File: src/hw/rtl/srw_pkg.sv
// Package for the sequence reorder window: window size, field widths,
// command and status codes, and the record passed from front to back.
// Depends on nothing; every other file of the block but srw_ram uses it.
package srw_pkg;

	// Number of ring slots; must be a power of two.
	localparam int WINDOW = 16;
	localparam int SLOT_W = $clog2(WINDOW);
	// Wide enough to hold WINDOW itself (slot index "absent", full occupancy).
	localparam int IDX_W = SLOT_W + 1;

	localparam int SEQ_W = 64;
	localparam int PAYLOAD_W = 64;
	localparam int STREAM_W = 32;
	localparam int RAM_W = PAYLOAD_W + STREAM_W;

	// Depth of the queue between front and back.
	localparam int QUEUE_DEPTH = 2;

	typedef enum logic [1:0] {
		CMD_ADD = 2'd0,
		CMD_POP = 2'd1,
		CMD_CLEAR = 2'd2,
		CMD_LOOKUP = 2'd3
	} cmd_t;

	typedef enum logic [3:0] {
		ST_STORED = 4'd0,
		ST_TOO_OLD = 4'd1,
		ST_TOO_FAR = 4'd2,
		ST_DUPLICATE = 4'd3,
		ST_DELIVERED = 4'd4,
		ST_NONE_READY = 4'd5,
		ST_CLEARED = 4'd6,
		ST_FOUND = 4'd7,
		ST_ABSENT = 4'd8
	} status_t;

	// One classified command, as the back part carries it out.
	typedef struct packed {
		logic deliver;
		logic store;
		logic [SLOT_W-1:0] slot;
		status_t status;
		logic [PAYLOAD_W-1:0] payload;
		logic [STREAM_W-1:0] stream;
		logic [SEQ_W-1:0] dseq;
		logic [IDX_W-1:0] slot_index;
		logic ready;
		logic [IDX_W-1:0] occupancy;
	} op_t;

endpackage

File: src/hw/rtl/srw_if.sv
// Handshake interfaces for the command and result channels.
// Depends on srw_pkg for the field widths.
interface srw_req_if;
	logic valid;
	logic ready;
	logic [1:0] cmd;
	logic [srw_pkg::SEQ_W-1:0] seq_num;
	logic [srw_pkg::PAYLOAD_W-1:0] payload_in;
	logic [srw_pkg::STREAM_W-1:0] stream_in;

	modport source (output valid, cmd, seq_num, payload_in, stream_in, input ready);
	modport sink (input valid, cmd, seq_num, payload_in, stream_in, output ready);
endinterface

interface srw_rsp_if;
	logic valid;
	logic ready;
	logic [3:0] status;
	logic [srw_pkg::PAYLOAD_W-1:0] payload_out;
	logic [srw_pkg::STREAM_W-1:0] stream_out;
	logic [srw_pkg::SEQ_W-1:0] delivered_seq;
	logic [srw_pkg::IDX_W-1:0] slot_index;
	logic ready_flag;
	logic [srw_pkg::IDX_W-1:0] occupancy;

	modport source (output valid, status, payload_out, stream_out, delivered_seq, slot_index,
		ready_flag, occupancy, input ready);
	modport sink (input valid, status, payload_out, stream_out, delivered_seq, slot_index,
		ready_flag, occupancy, output ready);
endinterface

File: src/hw/rtl/sequence_reorder_window.sv
// Top level of the sequence reorder window: front, queue and back part.
// Depends on srw_pkg, srw_if, srw_front, srw_queue, srw_back and srw_ram.
//
//   Channel  Direction  Carries
//   req      in         cmd, seq_num, payload_in, stream_in
//   rsp      out        status, payload_out, stream_out, delivered_seq,
//                       slot_index, ready_flag, occupancy
//
// One command transfer per cycle is sustained while rsp takes results. A command is
// classified into the queue, then its record passes with one slot memory access
// into the output register. The front holds all window control state in
// flip-flops, so reset alone empties the window; no clearing pass is needed.
// When rsp stalls, the queue fills and req.ready falls once it is full.
module sequence_reorder_window (
	input logic clk,
	input logic arst_n,
	srw_req_if.sink req,
	srw_rsp_if.source rsp
);

	srw_pkg::op_t push_data;
	srw_pkg::op_t pop_data;
	logic push;
	logic pop;
	logic full;
	logic empty;

	srw_front u_front (
		.clk(clk),
		.arst_n(arst_n),
		.req(req),
		.full(full),
		.push(push),
		.entry(push_data)
	);

	srw_queue u_queue (
		.clk(clk),
		.arst_n(arst_n),
		.push(push),
		.push_data(push_data),
		.full(full),
		.pop(pop),
		.pop_data(pop_data),
		.empty(empty)
	);

	srw_back u_back (
		.clk(clk),
		.arst_n(arst_n),
		.entry(pop_data),
		.empty(empty),
		.pop(pop),
		.rsp(rsp)
	);

endmodule

File: src/hw/rtl/srw_ram.sv
// Generic single-write, single-read RAM with a registered read port.
// Depends on nothing.
module srw_ram #(
	parameter int WIDTH = 8,
	parameter int DEPTH = 16
) (
	input logic clk,
	input logic we,
	input logic [$clog2(DEPTH)-1:0] waddr,
	input logic [WIDTH-1:0] wdata,
	input logic re,
	input logic [$clog2(DEPTH)-1:0] raddr,
	output logic [WIDTH-1:0] rdata
);

	logic [WIDTH-1:0] mem_q [DEPTH];
	logic [WIDTH-1:0] rdata_q;

	// Write port.
	always_ff @(posedge clk) begin
		if (we) begin
			mem_q[waddr] <= wdata;
		end
	end

	// Registered read; the data holds until the next read.
	always_ff @(posedge clk) begin
		if (re) begin
			rdata_q <= mem_q[raddr];
		end
	end

	assign rdata = rdata_q;

endmodule

File: src/hw/rtl/srw_front.sv
// Front part: accepts commands, classifies them against the window state
// (expected sequence, head slot, valid bits, occupancy) and queues a record.
// Depends on srw_pkg and srw_if.
module srw_front (
	input logic clk,
	input logic arst_n,
	srw_req_if.sink req,
	input logic full,
	output logic push,
	output srw_pkg::op_t entry
);

	localparam logic [srw_pkg::IDX_W-1:0] WINDOW_IDX = srw_pkg::IDX_W'(srw_pkg::WINDOW);

	logic [srw_pkg::SEQ_W-1:0] expected_q, expected_d;
	logic [srw_pkg::SLOT_W-1:0] head_q, head_d;
	logic [srw_pkg::IDX_W-1:0] count_q, count_d;
	logic [srw_pkg::WINDOW-1:0] valid_q, valid_d;

	logic [srw_pkg::SEQ_W-1:0] offset;
	logic too_old;
	logic too_far;
	logic [srw_pkg::SLOT_W-1:0] pos;
	logic accept;

	assign req.ready = !full;
	assign accept = req.valid && !full;
	assign push = accept;

	// Window position of the incoming sequence number.
	assign offset = req.seq_num - expected_q;
	assign too_old = req.seq_num < expected_q;
	assign too_far = |offset[srw_pkg::SEQ_W-1:srw_pkg::SLOT_W];
	assign pos = head_q + offset[srw_pkg::SLOT_W-1:0];

	// Classify the command and work out the next window state. A valid slot always
	// holds the sequence that its place in the window implies, so the valid bit alone
	// decides duplicates, lookups and head readiness.
	always_comb begin
		expected_d = expected_q;
		head_d = head_q;
		count_d = count_q;
		valid_d = valid_q;
		entry = '0;
		entry.slot_index = WINDOW_IDX;
		entry.payload = req.payload_in;
		entry.stream = req.stream_in;
		entry.status = srw_pkg::ST_STORED;
		unique case (srw_pkg::cmd_t'(req.cmd))
			srw_pkg::CMD_ADD: begin
				entry.slot = pos;
				if (too_old) begin
					entry.status = srw_pkg::ST_TOO_OLD;
				end else if (too_far) begin
					entry.status = srw_pkg::ST_TOO_FAR;
				end else if (valid_q[pos]) begin
					entry.status = srw_pkg::ST_DUPLICATE;
				end else begin
					entry.status = srw_pkg::ST_STORED;
					entry.store = 1'b1;
					valid_d[pos] = 1'b1;
					count_d = count_q + 1'b1;
				end
			end
			srw_pkg::CMD_POP: begin
				entry.slot = head_q;
				if (valid_q[head_q]) begin
					entry.status = srw_pkg::ST_DELIVERED;
					entry.deliver = 1'b1;
					entry.dseq = expected_q;
					valid_d[head_q] = 1'b0;
					expected_d = expected_q + 1'b1;
					head_d = head_q + 1'b1;
					if (count_q != '0) begin
						count_d = count_q - 1'b1;
					end
				end else begin
					entry.status = srw_pkg::ST_NONE_READY;
				end
			end
			srw_pkg::CMD_CLEAR: begin
				entry.status = srw_pkg::ST_CLEARED;
				valid_d = '0;
				expected_d = '0;
				head_d = '0;
				count_d = '0;
			end
			srw_pkg::CMD_LOOKUP: begin
				if (!too_old && !too_far && valid_q[pos]) begin
					entry.status = srw_pkg::ST_FOUND;
					entry.slot_index = {1'b0, pos};
				end else begin
					entry.status = srw_pkg::ST_ABSENT;
				end
			end
			default: begin
				entry.status = srw_pkg::ST_ABSENT;
			end
		endcase
		entry.ready = valid_d[head_d];
		entry.occupancy = count_d;
	end

	// Window state advances on every accepted transfer.
	always_ff @(posedge clk or negedge arst_n) begin
		if (!arst_n) begin
			expected_q <= '0;
			head_q <= '0;
			count_q <= '0;
			valid_q <= '0;
		end else if (accept) begin
			expected_q <= expected_d;
			head_q <= head_d;
			count_q <= count_d;
			valid_q <= valid_d;
		end
	end

endmodule

File: src/hw/rtl/srw_queue.sv
// Short queue of classified records between the front and the back part.
// Depends on srw_pkg.
module srw_queue (
	input logic clk,
	input logic arst_n,
	input logic push,
	input srw_pkg::op_t push_data,
	output logic full,
	input logic pop,
	output srw_pkg::op_t pop_data,
	output logic empty
);

	localparam int PTR_W = (srw_pkg::QUEUE_DEPTH > 1) ? $clog2(srw_pkg::QUEUE_DEPTH) : 1;
	localparam int CNT_W = $clog2(srw_pkg::QUEUE_DEPTH + 1);
	localparam logic [CNT_W-1:0] DEPTH_CNT = CNT_W'(srw_pkg::QUEUE_DEPTH);
	localparam logic [PTR_W-1:0] LAST_PTR = PTR_W'(srw_pkg::QUEUE_DEPTH - 1);

	srw_pkg::op_t entry_q [srw_pkg::QUEUE_DEPTH];
	logic [PTR_W-1:0] wr_ptr_q;
	logic [PTR_W-1:0] rd_ptr_q;
	logic [CNT_W-1:0] count_q;

	assign full = count_q == DEPTH_CNT;
	assign empty = count_q == '0;
	assign pop_data = entry_q[rd_ptr_q];

	// Record storage.
	always_ff @(posedge clk) begin
		if (push) begin
			entry_q[wr_ptr_q] <= push_data;
		end
	end

	// Pointers and fill count.
	always_ff @(posedge clk or negedge arst_n) begin
		if (!arst_n) begin
			wr_ptr_q <= '0;
			rd_ptr_q <= '0;
			count_q <= '0;
		end else begin
			if (push) begin
				wr_ptr_q <= (wr_ptr_q == LAST_PTR) ? '0 : wr_ptr_q + 1'b1;
			end
			if (pop) begin
				rd_ptr_q <= (rd_ptr_q == LAST_PTR) ? '0 : rd_ptr_q + 1'b1;
			end
			if (push && !pop) begin
				count_q <= count_q + 1'b1;
			end else if (pop && !push) begin
				count_q <= count_q - 1'b1;
			end
		end
	end

endmodule

File: src/hw/rtl/srw_back.sv
// Back part: carries out queued records against the slot memory (store on add,
// read on delivery) and holds the result in an output register.
// Depends on srw_pkg, srw_if and srw_ram.
module srw_back (
	input logic clk,
	input logic arst_n,
	input srw_pkg::op_t entry,
	input logic empty,
	output logic pop,
	srw_rsp_if.source rsp
);

	srw_pkg::op_t op_s1;
	logic valid_q;
	logic take;
	logic [srw_pkg::RAM_W-1:0] rdata;

	// Take the next record when the output register is free or being drained.
	assign take = !empty && (!valid_q || rsp.ready);
	assign pop = take;

	// Payload and stream id of every slot; read at the head on delivery.
	srw_ram #(
		.WIDTH(srw_pkg::RAM_W),
		.DEPTH(srw_pkg::WINDOW)
	) u_slot_ram (
		.clk(clk),
		.we(take && entry.store),
		.waddr(entry.slot),
		.wdata({entry.stream, entry.payload}),
		.re(take && entry.deliver),
		.raddr(entry.slot),
		.rdata(rdata)
	);

	// Output register.
	always_ff @(posedge clk) begin
		if (take) begin
			op_s1 <= entry;
		end
	end

	always_ff @(posedge clk or negedge arst_n) begin
		if (!arst_n) begin
			valid_q <= 1'b0;
		end else if (take) begin
			valid_q <= 1'b1;
		end else if (rsp.ready) begin
			valid_q <= 1'b0;
		end
	end

	// Result fields; memory data shows only for a delivery.
	assign rsp.valid = valid_q;
	assign rsp.status = op_s1.status;
	assign rsp.payload_out = op_s1.deliver ? rdata[srw_pkg::PAYLOAD_W-1:0] : '0;
	assign rsp.stream_out = op_s1.deliver ? rdata[srw_pkg::RAM_W-1:srw_pkg::PAYLOAD_W] : '0;
	assign rsp.delivered_seq = op_s1.dseq;
	assign rsp.slot_index = op_s1.slot_index;
	assign rsp.ready_flag = op_s1.ready;
	assign rsp.occupancy = op_s1.occupancy;

endmodule

File: src/flat_wrapper.sv
// flat-port wrapper written by rule: the top's interface ports become plain ports
module sequence_reorder_window_flat 
  (clk, arst_n, req_valid, req_cmd, req_seq_num, req_payload_in, req_stream_in, req_ready, rsp_valid, rsp_status, rsp_payload_out, rsp_stream_out, rsp_delivered_seq, rsp_slot_index, rsp_ready_flag, rsp_occupancy, rsp_ready);
  srw_req_if req_i ();
  srw_rsp_if rsp_i ();
  input logic clk;
  input logic arst_n;
  input wire logic [$bits(req_i.valid)-1:0] req_valid;
  input wire logic [$bits(req_i.cmd)-1:0] req_cmd;
  input wire logic [$bits(req_i.seq_num)-1:0] req_seq_num;
  input wire logic [$bits(req_i.payload_in)-1:0] req_payload_in;
  input wire logic [$bits(req_i.stream_in)-1:0] req_stream_in;
  output wire logic [$bits(req_i.ready)-1:0] req_ready;
  output wire logic [$bits(rsp_i.valid)-1:0] rsp_valid;
  output wire logic [$bits(rsp_i.status)-1:0] rsp_status;
  output wire logic [$bits(rsp_i.payload_out)-1:0] rsp_payload_out;
  output wire logic [$bits(rsp_i.stream_out)-1:0] rsp_stream_out;
  output wire logic [$bits(rsp_i.delivered_seq)-1:0] rsp_delivered_seq;
  output wire logic [$bits(rsp_i.slot_index)-1:0] rsp_slot_index;
  output wire logic [$bits(rsp_i.ready_flag)-1:0] rsp_ready_flag;
  output wire logic [$bits(rsp_i.occupancy)-1:0] rsp_occupancy;
  input wire logic [$bits(rsp_i.ready)-1:0] rsp_ready;
  assign req_i.valid = req_valid;
  assign req_i.cmd = req_cmd;
  assign req_i.seq_num = req_seq_num;
  assign req_i.payload_in = req_payload_in;
  assign req_i.stream_in = req_stream_in;
  assign req_ready = req_i.ready;
  assign rsp_valid = rsp_i.valid;
  assign rsp_status = rsp_i.status;
  assign rsp_payload_out = rsp_i.payload_out;
  assign rsp_stream_out = rsp_i.stream_out;
  assign rsp_delivered_seq = rsp_i.delivered_seq;
  assign rsp_slot_index = rsp_i.slot_index;
  assign rsp_ready_flag = rsp_i.ready_flag;
  assign rsp_occupancy = rsp_i.occupancy;
  assign rsp_i.ready = rsp_ready;
  sequence_reorder_window u_core (.clk(clk), .arst_n(arst_n), .req(req_i), .rsp(rsp_i));
endmodule
File: config.mk
export PLATFORM = sky130hd
export DESIGN_NAME = sequence_reorder_window_flat
export DESIGN_NICKNAME = d
export VERILOG_FILES = /design/src/hw/rtl/srw_pkg.sv /design/src/hw/rtl/srw_if.sv /design/src/hw/rtl/sequence_reorder_window.sv /design/src/hw/rtl/srw_ram.sv /design/src/hw/rtl/srw_front.sv /design/src/hw/rtl/srw_queue.sv /design/src/hw/rtl/srw_back.sv /design/src/flat_wrapper.sv
export SDC_FILE = /design/constraint.sdc
export NUM_CORES = 2
export LEC_CHECK = 0
export CELL_PAD_IN_SITES_DETAIL_PLACEMENT = 0
export CELL_PAD_IN_SITES_GLOBAL_PLACEMENT = 1
export CORE_ASPECT_RATIO = 1.2
export CORE_MARGIN = 8
export CORE_UTILIZATION = 55
export DETAILED_ROUTE_END_ITERATION = 8
export DONT_BUFFER_PORTS = 1
export GPL_TIMING_DRIVEN = 0
export MAX_ROUTING_LAYER = met4
export PLACE_DENSITY = 0.82
export SYNTH_ARGS = -nofsm -noshare
export SYNTH_HDL_FRONTEND = slang
export SYNTH_SLANG_ARGS = --single-unit
export TNS_END_PERCENT = 50
File: constraint.sdc
create_clock -name clk -period 11.2 [get_ports clk]
set_clock_uncertainty 0.15 [all_clocks]
set_input_delay 2.8 -clock clk [delete_from_list [all_inputs] [get_ports clk]]
set_output_delay 2.8 -clock clk [all_outputs]
set_load 0.01 [all_outputs]
==> qor.yml <==
via_per_inst: 6.327
crit_chain: "inv_1 -> ha_1 -> fa_1 -> nor2b_1 -> o2111ai_1 -> a211oi_1 -> o31ai_2 -> o21ai_0 -> mux2_2 -> or3_1 -> or4_1 -> or3_4 -> a2111oi_4 -> nand3_4 -> nand2_1 -> mux2_1"
cp-end-kind: "flop"
chipWidth_um: 384.4
areaGrowthSynthToFinish_pct: 12.89
ant_nets: 0
cp_slowest_cell: "a211oi_1"
async_flop_share: 0.04336
yosys.area.top_type: "edfxtp_1"
grt_max_degree: 95
syn_avg_cell_area_sq_um: 17.32
synth_seq_cells: 2168
synth_edf_count: 2074
path_delay_family: "compound AO/OA/AOI/OAI gates"
cts_setup_buffers: 0
setup_ws_ns: 3.435
cp_slowest_stage_delay_ns: 0.83
vias: 49670
die-area_sq_um: 176100
post-route-util: 0.6235
grt_pass1_wl_um: 340000
cts_hold_buf: 0
hold_viol_final: 0
hold_class: "flop to flop"
critPathMaxFanout: 8
synthTopCellsByArea: "edfxtp_1, mux4_2, dfrtp_1"
synth_top_cell_area_share: 0.6953
drc: 0
synth_nets: 5419
finalSetupViolations: 0
synth_cell_types: 93
power_leakage_nw: 33.07
portBuffers: 0
maxCapViolCount: 0
crit_required_ns: 11.72
fin_crit_sh: 0.6933
dp_slack_ns: 2.684
die_h_um: 458.1
maxSlewHeadroom: 0.03093
fin_crit_ns: 7.765
cts_buffers: 199
grt_pass1_vias: 50570
synth_warnings: 0
placementRows: 162
drtIter0Drc: 5578
cts_root_buf: "clkbuf_16"
cts_resized: 0
stdcell_area_sq_um: 101100
crit_buf_inv: 1
place.gp.congestion: 0.9308
place_area_sq_um: 94580
drive_above_1_share: 0.2029
grtUsageTotal: 0.2710
io_pins: 343
seq_area_frac_synth: 0.7216
power_density_nw_per_um2: 243.4
hpwl_um: 163100
status: "complete, no violations"
core_area_sq_um: 162200
cts_tree: "built"
timing.hold.ws_ns: 0.3744
antenna_found_initial: 27
fin_nets: 5767
rsz0062_at_grt: "no"
start_kind: "input pin"
insertion_delay_ns: 0.83
gr-total-overflow: 0
initial_core_util: 0.5524
tightest_slew_ns: 1.454
synth-main-ff-cell: "edfxtp_1"
synth_cells: 5171
final_max_slew_viol_count: 0
clockBufferDepth: 3
fmax_mhz: 128.8
wire_per_inst_um: 29.93
path_class: "input pin to flop"
power.total_mw: 24.61
drt-total-wl_um: 235000
clk_pin_slew_ns: 0.06
final_common_cell: "edfxtp_1"
htreeDepth: 4
dr.pass1.iters: 5
peakVddDrop_uv: 172.6
cts.sinks: 2168
mostFrequentLayoutCells: "edfxtp_1, nand2_1, mux4_2, clkbuf_1, and2_1"
synthesis.area_sq_um: 89570
cp.arrival_ns: 8.29
[registers in the layout, indices dropped and copies added (netlist names)]
name                             cells
u_core.u_front.valid_q              16
u_core.u_back.rsp.occupancy          5
u_core.u_queue.wr_ptr_q              1
u_core.u_back.u_slot_ram.rdata      96
u_core.u_front.head_q                4
u_core.u_back.rsp.ready_flag         1
u_core.u_back.rsp.status             4
u_core.u_front.count_q               5
u_core.u_back.rsp.valid              1
u_core.u_queue.entry_q             362
u_core.u_front.expected_q           64
u_core.u_queue.count_q               2
u_core.u_back.rsp.slot_index         5
u_core.u_queue.rd_ptr_q              1
u_core.u_back.op_s1                  1
u_core.u_back.u_slot_ram.mem_q    1536
u_core.u_back.rsp.delivered_seq     64
[logic make-up (layout without fill, tap and decap cells)]
kind of cell | after synthesis | in the layout | share of synthesized area
fa+ha+maj | 82 | 82 | 0.01162
buf+inv | 443 | 950 | 0.02222
simple gates | 1145 | 1145 | 0.06392
flops | 2168 | 2168 | 0.7216
compound gates | 643 | 643 | 0.04779
xor+xnor | 94 | 94 | 0.009192
other cells | 0 | 41 | 0
mux | 596 | 596 | 0.1237
[Yosys cell counts (18+ instances only)]
| master | number |
|---|---|
| xnor2_1 | 76 |
| mux4_2 | 390 |
| a21o_1 | 25 |
| o21a_1 | 23 |
| mux2i_1 | 21 |
| buf_1 | 60 |
| o211ai_1 | 19 |
| and3_1 | 85 |
| and2_1 | 203 |
| xor2_1 | 18 |
| nor2_1 | 174 |
| o21ai_0 | 89 |
| inv_1 | 94 |
| nor3_1 | 65 |
| a31oi_1 | 115 |
| edfxtp_1 | 2074 |
| nand2_1 | 395 |
| dfrtp_1 | 94 |
| buf_2 | 19 |
| ha_1 | 80 |
| buf_4 | 79 |
| clkbuf_1 | 187 |
| nand4_1 | 49 |
| mux2_2 | 184 |
| nand3_1 | 56 |
| a21oi_1 | 131 |
| a211oi_1 | 112 |
[per-stage QoR]
step	cells	setup TNS [ns]
after floorplan	5171	0
after global placement	7303	-8088.28
after detailed placement	7450	0
after CTS	7810	0
after global routing	7848	0
final	7851	0
[final timing paths]
| check | startpoint | end | slack [ns] | cells past startpoint |
|---|---|---|---|---|
| max in group asynchronous | arst_n | u_core.u_front.head_q[0] | 9.15 | 0 |
| max | req_seq_num[0] | u_core.u_queue.entry_q[0][173] | 3.43 | 16 |
| min reg2reg | u_core.u_queue.count_q[1] | u_core.u_queue.count_q[1] | 0.37 | 1 |
| max reg2reg | u_core.u_queue.rd_ptr_q | u_core.u_back.u_slot_ram.mem_q[5][28] | 4.60 | 12 |
| min | u_core.u_queue.count_q[1] | u_core.u_queue.count_q[1] | 0.37 | 1 |
| min in group asynchronous | arst_n | u_core.u_front.expected_q[41] | 1.52 | 0 |
[cell type report]
type	instances	area [sq um]
tap	2132	2668
clock buffer	242	5225
sequential	2168	64630
multi-input combinational	2560	23070
timing repair buffer	147	2203
antenna	41	102.6
buffer	346	1635
fill	11290	61040
clock inverter	118	1207
inverter	97	366.6
[report_power, final]
group	switching, mW	internal (mW)
registers	0.287	10.8
logic	4.40	2.48
clock network	2.91	3.78
[metal layers]
metal / vias up / track usage / routed length, um
met4: 0 / 0.1007 / 9560
li1: 21160 / - / -
met2: 2373 / 0.4522 / 119400
met3: 430 / 0.06128 / 20020
met1: 25710 / 0.3250 / 85960
met5: - / - / 0
No activity file was read; power rests on OpenSTA's default activity.
